`config.mk`:
```
export PLATFORM = sky130hd
export DESIGN_NAME = round_robin_slot_scheduler
export DESIGN_NICKNAME = d
export VERILOG_FILES = /design/src/rtl/core/rrss_pkg.sv /design/src/rtl/core/rrss_scan.sv /design/src/rtl/core/round_robin_slot_scheduler.sv
export VERILOG_INCLUDE_DIRS = /design/src /design/src/rtl/core
export SDC_FILE = /design/constraint.sdc
export NUM_CORES = 1
export LEC_CHECK = 0
export ABC_CLOCK_PERIOD_IN_PS = 3370
export BUFFER_PORTS_ARGS = -buffer_cell sky130_fd_sc_hd__buf_4
export CAP_MARGIN = 20
export CORE_MARGIN = 8
export CORE_UTILIZATION = 50
export CTS_BUF_LIST = sky130_fd_sc_hd__clkbuf_2 sky130_fd_sc_hd__clkbuf_4 sky130_fd_sc_hd__clkbuf_8
export DETAILED_ROUTE_END_ITERATION = 10
export PLACE_DENSITY = 0.78
export SLEW_MARGIN = 20
export SYNTH_ARGS = -nofsm -noshare
export SYNTH_HDL_FRONTEND = slang
export SYNTH_HIERARCHICAL = 1
export SYNTH_SLANG_ARGS = --single-unit
```
`constraint.sdc`:
```
create_clock -name clk -period 3.37 [get_ports clk]
set_clock_uncertainty 0.2 [all_clocks]
set_input_delay 0.674 -clock clk [delete_from_list [all_inputs] [get_ports clk]]
set_output_delay 0.674 -clock clk [all_outputs]
set_load 0.05 [all_outputs]
```
`src/rtl/core/round_robin_slot_scheduler_assert.svh`:
```
// assertion helpers for the slot scheduler, sampled on clk and held off during rst
`ifndef ROUND_ROBIN_SLOT_SCHEDULER_ASSERT_SVH
`define ROUND_ROBIN_SLOT_SCHEDULER_ASSERT_SVH

// same-cycle implication
`define RRSS_IMPLIES(label, ante, cons, msg) \
  label: assert property (@(posedge clk) disable iff (rst) (ante) |-> (cons)) \
    else $error(msg);

// next-cycle implication
`define RRSS_NEXT(label, ante, cons, msg) \
  label: assert property (@(posedge clk) disable iff (rst) (ante) |=> (cons)) \
    else $error(msg);

`endif

```
`src/rtl/core/rrss_pkg.sv`:
```
package rrss_pkg;

  typedef logic [1:0] slot_state_t;

  localparam slot_state_t ST_FREE    = 2'd0;
  localparam slot_state_t ST_READY   = 2'd1;
  localparam slot_state_t ST_RUNNING = 2'd2;

  localparam logic [1:0] REQ_TICK  = 2'd0;
  localparam logic [1:0] REQ_SET   = 2'd1;
  localparam logic [1:0] REQ_QUERY = 2'd2;

  localparam logic [1:0] STAT_SCHEDULED  = 2'd0;
  localparam logic [1:0] STAT_NOTHING    = 2'd1;
  localparam logic [1:0] STAT_WRITE_DONE = 2'd2;
  localparam logic [1:0] STAT_QUERY      = 2'd3;

  localparam logic [1:0] FORK_NONE    = 2'd0;
  localparam logic [1:0] FORK_CREATED = 2'd1;
  localparam logic [1:0] FORK_NO_FREE = 2'd2;

  // summary flags gathered by one pass over the slot table
  typedef struct packed {
    logic any_busy;
    logic ready_found;
    logic free_found;
    logic after_found;
  } scan_flags_t;

endpackage

```
`src/rtl/core/rrss_scan.sv`:
```
module rrss_scan import rrss_pkg::*; #(
  parameter int SLOT_COUNT = 64
) (
  input  logic                            clk,
  input  logic                            rst,
  input  logic                            clear,
  input  logic                            sample,
  input  logic [$clog2(SLOT_COUNT)-1:0]   idx,
  input  slot_state_t                     st,
  input  logic [$clog2(SLOT_COUNT)-1:0]   cur,
  output scan_flags_t                     flags,
  output logic [$clog2(SLOT_COUNT)-1:0]   lowest_ready,
  output logic [$clog2(SLOT_COUNT)-1:0]   lowest_free,
  output logic [$clog2(SLOT_COUNT)-1:0]   after_slot,
  output logic [$clog2(SLOT_COUNT)-1:0]   first_slot
);

  logic first_found;
  logic eligible;

  // a slot can be picked when ready or already running
  assign eligible = (st == ST_READY) || (st == ST_RUNNING);

  // slots arrive in ascending order, so the first hit is the lowest
  always_ff @(posedge clk) begin
    if (rst || clear) begin
      flags       <= '0;
      first_found <= 1'b0;
    end else if (sample) begin
      if (st != ST_FREE) begin
        flags.any_busy <= 1'b1;
      end
      if (st == ST_READY && !flags.ready_found) begin
        flags.ready_found <= 1'b1;
        lowest_ready      <= idx;
      end
      if (st == ST_FREE && !flags.free_found) begin
        flags.free_found <= 1'b1;
        lowest_free      <= idx;
      end
      if (eligible && !first_found) begin
        first_found <= 1'b1;
        first_slot  <= idx;
      end
      if (eligible && idx > cur && !flags.after_found) begin
        flags.after_found <= 1'b1;
        after_slot        <= idx;
      end
    end
  end

endmodule

```
`src/rtl/core/round_robin_slot_scheduler.sv`:
```
// round-robin slot scheduler: slot table in one single-port-read, one-write memory
// tick: done strobes once one full pass over the table, at one memory read a cycle, and
//   the read-modify-writes after it are through; with nothing to run no write is made
// set and query: done after the entry is read, and for a set written back; out-of-range
//   or ignored requests are answered from idle. one request at a time; busy stays high
//   until the result strobe, which cannot be stalled; after rst the table is zeroed, busy high
`include "round_robin_slot_scheduler_assert.svh"

module round_robin_slot_scheduler import rrss_pkg::*; #(
  parameter int SLOT_COUNT = 64
) (
  input  logic       clk,
  input  logic       rst,
  input  logic       start,
  output logic       busy,
  input  logic [1:0] req_type,
  input  logic       fork_request,
  input  logic [5:0] slot_index,
  input  logic [1:0] new_state,
  output logic       done,
  output logic [1:0] status,
  output logic       running_valid,
  output logic [5:0] running_slot,
  output logic [1:0] fork_result,
  output logic [5:0] child_slot,
  output logic [1:0] queried_state,
  output logic [5:0] queried_parent,
  output logic [5:0] queried_child
);

  localparam int SW = $clog2(SLOT_COUNT);
  // memory word: state, parent, latest child
  localparam int WW = 2 + 2 * SW;
  localparam logic [SW-1:0] LAST_SLOT = SW'(SLOT_COUNT - 1);

  // sequencer codes
  localparam logic [3:0] S_CLEAR    = 4'd0;
  localparam logic [3:0] S_IDLE     = 4'd1;
  localparam logic [3:0] S_SCAN     = 4'd2;
  localparam logic [3:0] S_DRAIN    = 4'd3;
  localparam logic [3:0] S_DECIDE   = 4'd4;
  localparam logic [3:0] S_OLD_WR   = 4'd5;
  localparam logic [3:0] S_RUN_RD   = 4'd6;
  localparam logic [3:0] S_RUN_WR   = 4'd7;
  localparam logic [3:0] S_CHILD_WR = 4'd8;
  localparam logic [3:0] S_SET_WR   = 4'd9;
  localparam logic [3:0] S_QUERY_RD = 4'd10;

  logic [3:0]    state, state_next;
  logic [SW-1:0] cnt, cnt_next;
  logic          samp_valid, samp_valid_next;
  logic [SW-1:0] samp_idx, samp_idx_next;
  logic          cur_valid, cur_valid_next;
  logic [SW-1:0] cur_slot, cur_slot_next;
  logic [SW-1:0] pick, pick_next;
  logic          fork_req, fork_req_next;
  logic [SW-1:0] req_slot, req_slot_next;
  slot_state_t   req_state, req_state_next;

  logic       done_next;
  logic [1:0] status_next;
  logic       running_valid_next;
  logic [5:0] running_slot_next;
  logic [1:0] fork_result_next;
  logic [5:0] child_slot_next;
  logic [1:0] queried_state_next;
  logic [5:0] queried_parent_next;
  logic [5:0] queried_child_next;

  // slot table
  logic [WW-1:0] mem [SLOT_COUNT];
  logic [SW-1:0] rd_addr;
  logic [WW-1:0] rd_data;
  logic          wr_en;
  logic [SW-1:0] wr_addr;
  logic [WW-1:0] wr_data;

  slot_state_t   rd_state;
  logic [SW-1:0] rd_parent;
  logic [SW-1:0] rd_child;

  scan_flags_t   flags;
  logic [SW-1:0] lowest_ready;
  logic [SW-1:0] lowest_free;
  logic [SW-1:0] after_slot;
  logic [SW-1:0] first_slot;

  logic in_range;

  assign rd_state  = rd_data[WW-1 -: 2];
  assign rd_parent = rd_data[2*SW-1 -: SW];
  assign rd_child  = rd_data[SW-1:0];

  assign in_range = 32'(slot_index) < SLOT_COUNT;
  assign busy     = (state != S_IDLE);

  // read-before-write: a read of an entry in the cycle it is written returns the old word
  always_ff @(posedge clk) begin
    if (wr_en) begin
      mem[wr_addr] <= wr_data;
    end
    rd_data <= mem[rd_addr];
  end

  // running summary of the table while a tick sweeps it
  rrss_scan #(
    .SLOT_COUNT (SLOT_COUNT)
  ) u_scan (
    .clk          (clk),
    .rst          (rst),
    .clear        (state == S_IDLE),
    .sample       (samp_valid),
    .idx          (samp_idx),
    .st           (rd_state),
    .cur          (cur_slot),
    .flags        (flags),
    .lowest_ready (lowest_ready),
    .lowest_free  (lowest_free),
    .after_slot   (after_slot),
    .first_slot   (first_slot)
  );

  always_comb begin
    state_next      = state;
    cnt_next        = cnt;
    samp_valid_next = 1'b0;
    samp_idx_next   = cnt;
    cur_valid_next  = cur_valid;
    cur_slot_next   = cur_slot;
    pick_next       = pick;
    fork_req_next   = fork_req;
    req_slot_next   = req_slot;
    req_state_next  = req_state;

    rd_addr = req_slot;
    wr_en   = 1'b0;
    wr_addr = cnt;
    wr_data = '0;

    // result fields read as zero (status as write-done) unless this cycle completes a request
    done_next           = 1'b0;
    status_next         = STAT_WRITE_DONE;
    running_valid_next  = 1'b0;
    running_slot_next   = '0;
    fork_result_next    = FORK_NONE;
    child_slot_next     = '0;
    queried_state_next  = ST_FREE;
    queried_parent_next = '0;
    queried_child_next  = '0;

    case (state)
      // sweep zeros through the table after reset
      S_CLEAR: begin
        wr_en    = 1'b1;
        wr_addr  = cnt;
        wr_data  = '0;
        cnt_next = cnt + 1'b1;
        if (cnt == LAST_SLOT) begin
          cnt_next   = '0;
          state_next = S_IDLE;
        end
      end

      S_IDLE: begin
        rd_addr = SW'(slot_index);
        if (start) begin
          fork_req_next  = fork_request;
          req_slot_next  = SW'(slot_index);
          req_state_next = new_state;
          case (req_type)
            REQ_TICK: begin
              cnt_next   = '0;
              state_next = S_SCAN;
            end
            REQ_SET: begin
              if (in_range && new_state <= ST_RUNNING) begin
                state_next = S_SET_WR;
              end else begin
                done_next   = 1'b1;
                status_next = STAT_WRITE_DONE;
              end
            end
            REQ_QUERY: begin
              if (in_range) begin
                state_next = S_QUERY_RD;
              end else begin
                done_next   = 1'b1;
                status_next = STAT_QUERY;
              end
            end
            default: begin
              done_next   = 1'b1;
              status_next = STAT_WRITE_DONE;
            end
          endcase
        end
      end

      // one read a cycle; the registered data and index reach the scan unit in the next cycle
      S_SCAN: begin
        rd_addr         = cnt;
        samp_valid_next = 1'b1;
        samp_idx_next   = cnt;
        cnt_next        = cnt + 1'b1;
        if (cnt == LAST_SLOT) begin
          state_next = S_DRAIN;
        end
      end

      // last slot is being folded into the summary
      S_DRAIN: begin
        state_next = S_DECIDE;
      end

      S_DECIDE: begin
        rd_addr = cur_slot;
        if (!flags.any_busy) begin
          state_next  = S_IDLE;
          done_next   = 1'b1;
          status_next = STAT_NOTHING;
        end else if (!cur_valid) begin
          if (flags.ready_found) begin
            pick_next  = lowest_ready;
            state_next = S_RUN_RD;
          end else begin
            state_next  = S_IDLE;
            done_next   = 1'b1;
            status_next = STAT_NOTHING;
          end
        end else begin
          // the current slot is itself eligible, so a wrap always finds one
          if (flags.after_found) begin
            pick_next = after_slot;
          end else begin
            pick_next = first_slot;
          end
          if (pick_next != cur_slot) begin
            state_next = S_OLD_WR;
          end else begin
            state_next = S_RUN_RD;
          end
        end
      end

      // outgoing slot drops back to ready
      S_OLD_WR: begin
        wr_en      = 1'b1;
        wr_addr    = cur_slot;
        wr_data    = {ST_READY, rd_parent, rd_child};
        state_next = S_RUN_RD;
      end

      S_RUN_RD: begin
        rd_addr    = pick;
        state_next = S_RUN_WR;
      end

      S_RUN_WR: begin
        wr_en          = 1'b1;
        wr_addr        = pick;
        wr_data        = {ST_RUNNING, rd_parent,
                          (fork_req && flags.free_found) ? lowest_free : rd_child};
        cur_valid_next = 1'b1;
        cur_slot_next  = pick;
        if (fork_req && flags.free_found) begin
          state_next = S_CHILD_WR;
        end else begin
          state_next       = S_IDLE;
          done_next        = 1'b1;
          status_next      = STAT_SCHEDULED;
          fork_result_next = fork_req ? FORK_NO_FREE : FORK_NONE;
        end
      end

      // new child: ready, linked back to its parent, no child of its own
      S_CHILD_WR: begin
        wr_en            = 1'b1;
        wr_addr          = lowest_free;
        wr_data          = {ST_READY, pick, {SW{1'b0}}};
        state_next       = S_IDLE;
        done_next        = 1'b1;
        status_next      = STAT_SCHEDULED;
        fork_result_next = FORK_CREATED;
        child_slot_next  = 6'(lowest_free);
      end

      S_SET_WR: begin
        wr_en   = 1'b1;
        wr_addr = req_slot;
        wr_data = {req_state, rd_parent, rd_child};
        // freeing the running slot drops the selection
        if (req_state == ST_FREE && cur_valid && cur_slot == req_slot) begin
          cur_valid_next = 1'b0;
        end
        state_next  = S_IDLE;
        done_next   = 1'b1;
        status_next = STAT_WRITE_DONE;
      end

      S_QUERY_RD: begin
        state_next          = S_IDLE;
        done_next           = 1'b1;
        status_next         = STAT_QUERY;
        queried_state_next  = rd_state;
        queried_parent_next = 6'(rd_parent);
        queried_child_next  = 6'(rd_child);
      end

      default: begin
        state_next = S_IDLE;
      end
    endcase

    // every result reports the selection as it stands after the request
    if (done_next) begin
      running_valid_next = cur_valid_next;
      running_slot_next  = cur_valid_next ? 6'(cur_slot_next) : 6'd0;
    end
  end

  always_ff @(posedge clk) begin
    if (rst) begin
      state      <= S_CLEAR;
      cnt        <= '0;
      samp_valid <= 1'b0;
      cur_valid  <= 1'b0;
      cur_slot   <= '0;
      done       <= 1'b0;
    end else begin
      state      <= state_next;
      cnt        <= cnt_next;
      samp_valid <= samp_valid_next;
      cur_valid  <= cur_valid_next;
      cur_slot   <= cur_slot_next;
      done       <= done_next;
    end
  end

  // request payload and result fields
  always_ff @(posedge clk) begin
    samp_idx       <= samp_idx_next;
    pick           <= pick_next;
    fork_req       <= fork_req_next;
    req_slot       <= req_slot_next;
    req_state      <= req_state_next;
    status         <= status_next;
    running_valid  <= running_valid_next;
    running_slot   <= running_slot_next;
    fork_result    <= fork_result_next;
    child_slot     <= child_slot_next;
    queried_state  <= queried_state_next;
    queried_parent <= queried_parent_next;
    queried_child  <= queried_child_next;
  end

  // a result always lands with the sequencer back at rest
  `RRSS_IMPLIES(a_done_idle, done, !busy, "result strobe while sequencer busy")
  // no selection means a zero slot number
  `RRSS_IMPLIES(a_idle_slot_zero, done && !running_valid, running_slot == 6'd0,
    "running slot non-zero without a selection")
  // an accepted request either starts work or answers at once
  `RRSS_NEXT(a_start_moves, start && !busy, busy || done, "accepted request dropped")
  // a child is only created on a successful schedule
  `RRSS_IMPLIES(a_fork_sched, done && fork_result == FORK_CREATED,
    status == STAT_SCHEDULED && running_valid, "child created without a schedule")

endmodule

```
Yosys cells after proc, flatten, opt, wreduce, memory -nomap -nowiden
Memories as Yosys holds them, arrays and structs flattened. A register that Yosys moved wholly into a read port is not among the register bits.
Index checks and enable logic that the tools add are counted.
{"block": "word_totals", "elab_cells": 143, "latchBits": 0, "mem_bits_rw": 896, "input_bits": 14, "rom_bits": 0, "memories": 1, "output_inout_bits": 33, "register_bits": 100}
{"memory": "mem", "words": 64, "word_bits": 14, "read_ports": 1, "rd_ports_with_merged_regs": 1, "wr": 1, "line_no": "round_robin_slot_scheduler.sv:71", "rtl": "logic [WW-1:0] mem [SLOT_COUNT];"}
{"block": "op_classes", "eq_ne": 24, "bitwise": 1, "n_shift": 0, "mul": 0, "n_reduce_logical": 38, "div": 0, "n_lt_le_gt_ge": 2, "muxes": 48, "n_addsub": 1}
{"operator": "$mux W6", "count": 11}
{"operator": "$pmux W14 S4", "count": 1}
{"operator": "$pmux W6 S4", "count": 2}
{"operator": "$pmux W4 S8", "count": 1}
{"operator": "$mux W4", "count": 7}
{"operator": "$pmux W6 S3", "count": 1}
{"operator": "$reduce_and A3 Y1", "count": 6}
{"operator": "$eq A4 B3 Y1 const B", "count": 4}
{"operator": "$mux W2", "count": 7}
{"operator": "$reduce_and A2 Y1", "count": 7}
{"operator": "$eq A4 B4 Y1 const B", "count": 3}
{"operator": "$pmux W4 S3", "count": 1}
{"operator": "$mux W1", "count": 11}
{"operator": "$eq A4 B2 Y1 const B", "count": 2}
{"operator": "$logic_and A1 B1 Y1", "count": 8}
{"operator": "$ne A2 B2 Y1 const B", "count": 4}
{"operator": "$pmux W2 S4", "count": 1}
{"operator": "$add A6 B1 Y6 const B", "count": 1}
{"operator": "$eq A6 B6 Y1", "count": 1}
{"operator": "$eq A6 B6 Y1 const B", "count": 1}
{"operator": "$gt A6 B6 Y1", "count": 1}
{"operator": "$logic_not A2 Y1", "count": 3}
{"operator": "$ne A6 B6 Y1", "count": 1}
{"operator": "$reduce_and A5 Y1", "count": 1}
{"operator": "20 further kinds", "count": 28}

Longest topological paths before layout
{"block": "depth", "word_depth": 9, "mapped_depth": 13}

Hierarchy
The synthesis kept the hierarchy.
{"mod": "round_robin_slot_scheduler", "n_inst": 1, "seq_area_each_um2": 28757.6, "cells_per_inst": 2888, "area_each_um2": 38663.3}
{"mod": "rrss_scan", "n_inst": 1, "seq_area_each_um2": 820.8, "cells_per_inst": 70, "area_each_um2": 1103.6}

Least setup slack after synthesis
No wires, ideal clock.
{"block": "synth_path", "path_kind": "flip-flop to flip-flop", "startpoint": "register state[3]", "endpoint": "memory mem[0][12] (netlist name) (data pin)", "setup_time_ns": 0.548, "path_buffers": 3, "slack_ns": -0.254, "required_ns": 2.622, "arrival_ns": 2.876, "stages_incl_launch_ff": 6, "period_less_slack_ns": 3.624, "path_cell_list": "dfxtp_1 buf_2 clkbuf_1 clkbuf_1 o211ai_1 a21oi_1"}
{"block": "synth_via", "elab_chain_cells": 2, "elab_cells_between_ends": 5, "cone_classes": "eq/ne (4); mux (1)"}
{"item": "start, declared", "line_no": "round_robin_slot_scheduler.sv:49", "rtl": "logic [3:0] state, state_next;"}
{"item": "start signal, assigned", "line_no": "round_robin_slot_scheduler.sv:330", "rtl": "state <= state_next;"}
{"item": "$eq A4 B4 Y1 or $eq A4 B3 Y1 (tied branches)", "line_no": "round_robin_slot_scheduler.sv:151", "rtl": "case (state)"}
{"item": "$pmux W14 S4 (*)", "line_no": "round_robin_slot_scheduler.sv:151"}
{"item": "via wr_data[12]", "line_no": "round_robin_slot_scheduler.sv:76", "rtl": "logic [WW-1:0] wr_data;"}
{"item": "end, declared", "line_no": "round_robin_slot_scheduler.sv:71"}
The timed path passes the listed nets; every way through them passes the cells marked *.

Worst setup path in the final report
{"block": "layout_path", "startpoint": "register state[2]", "endpoint": "register rd_data[1], read port of mem"}
{"block": "layout_via", "elab_chain_cells": 2, "elab_cells_between_ends": 5, "cone_classes": "eq/ne (4); mux (1)"}
{"item": "$eq A4 B3 Y1, or another cell as far along", "line_no": "round_robin_slot_scheduler.sv:151"}
{"item": "$pmux W6 S4 (*)", "line_no": "round_robin_slot_scheduler.sv:151"}
{"item": "end, declared", "line_no": "round_robin_slot_scheduler.sv:73", "rtl": "logic [WW-1:0] rd_data;"}
Every way passes the cells marked *; elsewhere a longest branch is shown, timed or not.
A chain may end at the register's enable or synchronous reset.

==> results.cfg <==
[run_status]
outcome = finished, violations left
violations = setup timing

[drt]
num_vias = 27538
via_per_inst = 6.08
drc = 0
antenna_left = 0
drt_iter0_drc = 4033
wl_microns = 112000
first_pass_iters = 7
wl_per_cell_microns = 24.6

[grt]
grt_pass1_vias = 26945
grt_util_all_layers_pct = 24.0
grt_pass1_wl_microns = 164000
grt_overflow = 0
grt_max_degree = 65
antenna_found_initial = 5

[hold_path]
min_from = req_type[0]
hold_path_class = input port to register

[timing]
worst_pin_slew_ns = 0.770
max_slew_margin_pct = 48.1
hold_violations = 0
timing.hold.ws_ns = 0.245
setup_viol = 4
slew_viol_final = 0
min_period_ns = 3.42
rsz0062_at_grt = true
fmax_mhz = 293
setup_tns_ns = -0.0780
fin_crit_sh_pct = 101
fin_ws_ns = -0.0465

[synth]
ys_warn_count = 6
synth_edf_count = 935
yosysUniqueCellTypes = 62
syn_area_sq_um = 39800
yosys.area.top_type = edfxtp_1
ys_top_cells_by_area = edfxtp_1, nand2_1, dfxtp_1, a21oi_1, a32oi_1
yosysTopAreaCellShare_pct = 70.6
async_flop_share_pct = 0
syn_nets = 2985
yosysSeqAreaShare_pct = 74.4
yosys_most_used_dff = edfxtp_1
yosys_register_bits = 1010
postSynthAreaPerCell_sq_um = 13.4
synthCells = 2958

[clock_tree]
clock_latency_ns = 0.83
cts_num_sinks = 1010
clk_pin_slew_ns = 0.06
tritoncts = done
cts_root_buffer = clkbuf_8
cts_buffer_depth = 3
cts_buffers = 156
htree_num_levels = 4

[power]
pwr-share-seq_pct = 55.7
internal_power_uw = 19400
p_switching_uw = 4950
switching_share_pct = 20.3
clkPwrFrac_pct = 43.2
p_comb_share_pct = 1.1
power_density_nw_per_um2 = 503
ir_drop_v = 0.000414
total_leakage_power_uw = 0.0173

[die]
rows = 103
die_h_microns = 298
ios = 47
fp.dieW_microns = 298
core_area_sq_um = 78900
dieArea_sq_um = 88800
start_util_pct = 50.4

[finish]
nets = 3377
fillCellCount = 5548
syn_to_final_growth_pct = 22.0
layout.cells.non_filler = 4530
multi_input_area_sq_um = 9650
drive_above_1_share_pct = 21.6
regArea_sq_um = 29600

[critical_path]
critPathMaxFanout = 7
startpoint = state[2]
required_ns = 3.86
arrival_ns = 3.91
cp-start-kind = register
path_class = register to register
r2r-start = state[2]
cp-end-kind = register

[placed_design]
hpwl_microns = 67800
portBuffers = 46
dpl.cell_count = 4200
gp_congestion = 0.971

[job]
max_cap_viol_count = 0
[path summary, 6_finish.rpt]
kind                                     to  slack [ns]  cells past startpoint
worst max-delay path             rd_data[1]       -0.05                     14
worst min-delay path               state[3]        0.24                      5
worst max register to register   rd_data[1]       -0.05                     14
worst min register to register  samp_idx[5]        0.25                      0
[synthesized netlist by cell type (58+ instances only)]
library cell,instances
edfxtp_1,935
nand3_1,142
a21oi_1,224
mux2i_1,60
a32oi_1,124
clkbuf_1,83
a31oi_1,58
dfxtp_1,75
nand2_1,730
buf_2,69
nor2_1,117
a22oi_1,87
[power groups by stage]
stage | logic, uW | registers (uW) | clock network, uW
3_3_place_gp | 234 | 13800 | 0
4_1_cts | 252 | 13600 | 10600
3_5_place_dp | 241 | 13900 | 0
5_1_grt | 270 | 13600 | 11200
6_report | 257 | 13600 | 10500
2_1_floorplan | 87.2 | 13800 | 0
[cells in the final DEF, fill, tap and decap left out, types with 6 or more instances in the layout]
cell,synthesis,routed
a21oi_2,0,18
nor2_1,117,111
buf_6,8,20
edfxtp_1,935,935
nor2_4,0,7
nand2b_1,8,8
xor2_1,7,7
bufinv_16,0,9
and2_1,17,17
dlygate4sd3_1,0,10
nor3_1,7,7
dfxtp_1,75,72
a22o_2,0,12
or4_1,14,14
buf_4,6,281
nand3_1,142,138
a31oi_1,58,58
a22oi_2,0,18
mux2i_1,60,59
clkinv_1,0,36
buf_12,0,106
a21oi_1,224,203
diode_2,0,6
clkbuf_8,0,162
nand4_1,18,18
clkbuf_4,0,50
nor2b_1,8,7
o21ai_0,13,10
a32oi_1,124,123
and3_1,9,9
xnor2_1,7,7
ha_1,13,13
nand2_1,730,728
inv_1,20,20
clkinv_2,0,11
a22oi_1,87,69
[per-stage QoR]
step / area, sq um / util [%] / total power (uW) / setup slack, ns
finish: 48500 / 61.5 / 24400 / -0.0465
global route: 48500 / 61.5 / 25000 / -0.0703
CTS: 48000 / 60.9 / 24500 / 0.000318
detailed placement: 44400 / 56.3 / 14100 / -0.503
global placement: 44400 / 56.3 / 14100 / -0.473
floorplan: 39800 / - / 13900 / 0.0341
[flip-flops by register name (all words and copies together) (netlist names), 4 cells and up]
signal / count
u_scan/lowest_ready: 6
mem: 896
running_slot: 6
u_scan/flags: 4
queried_parent: 6
samp_idx: 6
u_scan/after_slot: 6
cur_slot: 6
u_scan/first_slot: 6
state: 4
u_scan/lowest_free: 6
pick: 6
cnt: 6
child_slot: 6
req_slot: 6
queried_child: 6
rd_data: 14
[layout make-up]
type / instances / share of cell area (%)
inverter: 20 / 0.155
sequential: 1010 / 61.0
clock buffer: 212 / 5.37
timing repair buffer: 420 / 9.55
multi-input combinational: 1742 / 19.9
clock inverter: 70 / 1.29
antenna: 6 / 0.0310
tap: 1050 / 2.71
[critical path, cell delays in order, from the launching register on]
cell       delay (ns)
dfxtp_4          0.38
buf_6            0.13
or3_4            0.40
a31o_1           0.26
o21a_4           0.18
buf_12           0.15
buf_4            0.13
nor2_4           0.15
buf_12           0.14
buf_6            0.12
clkbuf_16        0.16
nand3_1          0.09
nand3_1          0.16
a21oi_1          0.11
or4_1            0.52
[cells by family (layout without fill, tap and decap cells)]
kind of cell / Yosys count / in the layout / share of synthesized area, %
and+or+nand+nor: 1088 / 1089 / 11.4
adders and majority gates: 13 / 13 / 0.409
xor gates and xnor gates: 14 / 14 / 0.308
other: 0 / 6 / 0
AOI/OAI and AO/OA: 560 / 562 / 9.44
muxes: 64 / 64 / 1.62
DFF: 1010 / 1010 / 74.4
buffers and inverters: 209 / 722 / 2.40
[routing by layer]
metal	GRT usage, %	vias to the layer above	wire length (microns)
li1	-	11927	-
met1	30.9	13335	40400
met2	38.0	1931	51800
met3	6.13	345	13500
met4	11.8	0	5820
met5	0	-	0
[repair_timing]
item / in CTS / in global routing
setup buffers: 12 / 13
endpoints found under the hold margin: 27 / 0
gates cloned: 4 / 5
gates resized for setup: 31 / 61
pin swaps: 12 / 18
endpoints found under the setup margin: 14 / 177
hold buffers: 10 / 0
Power figures use the tool's default switching activity.
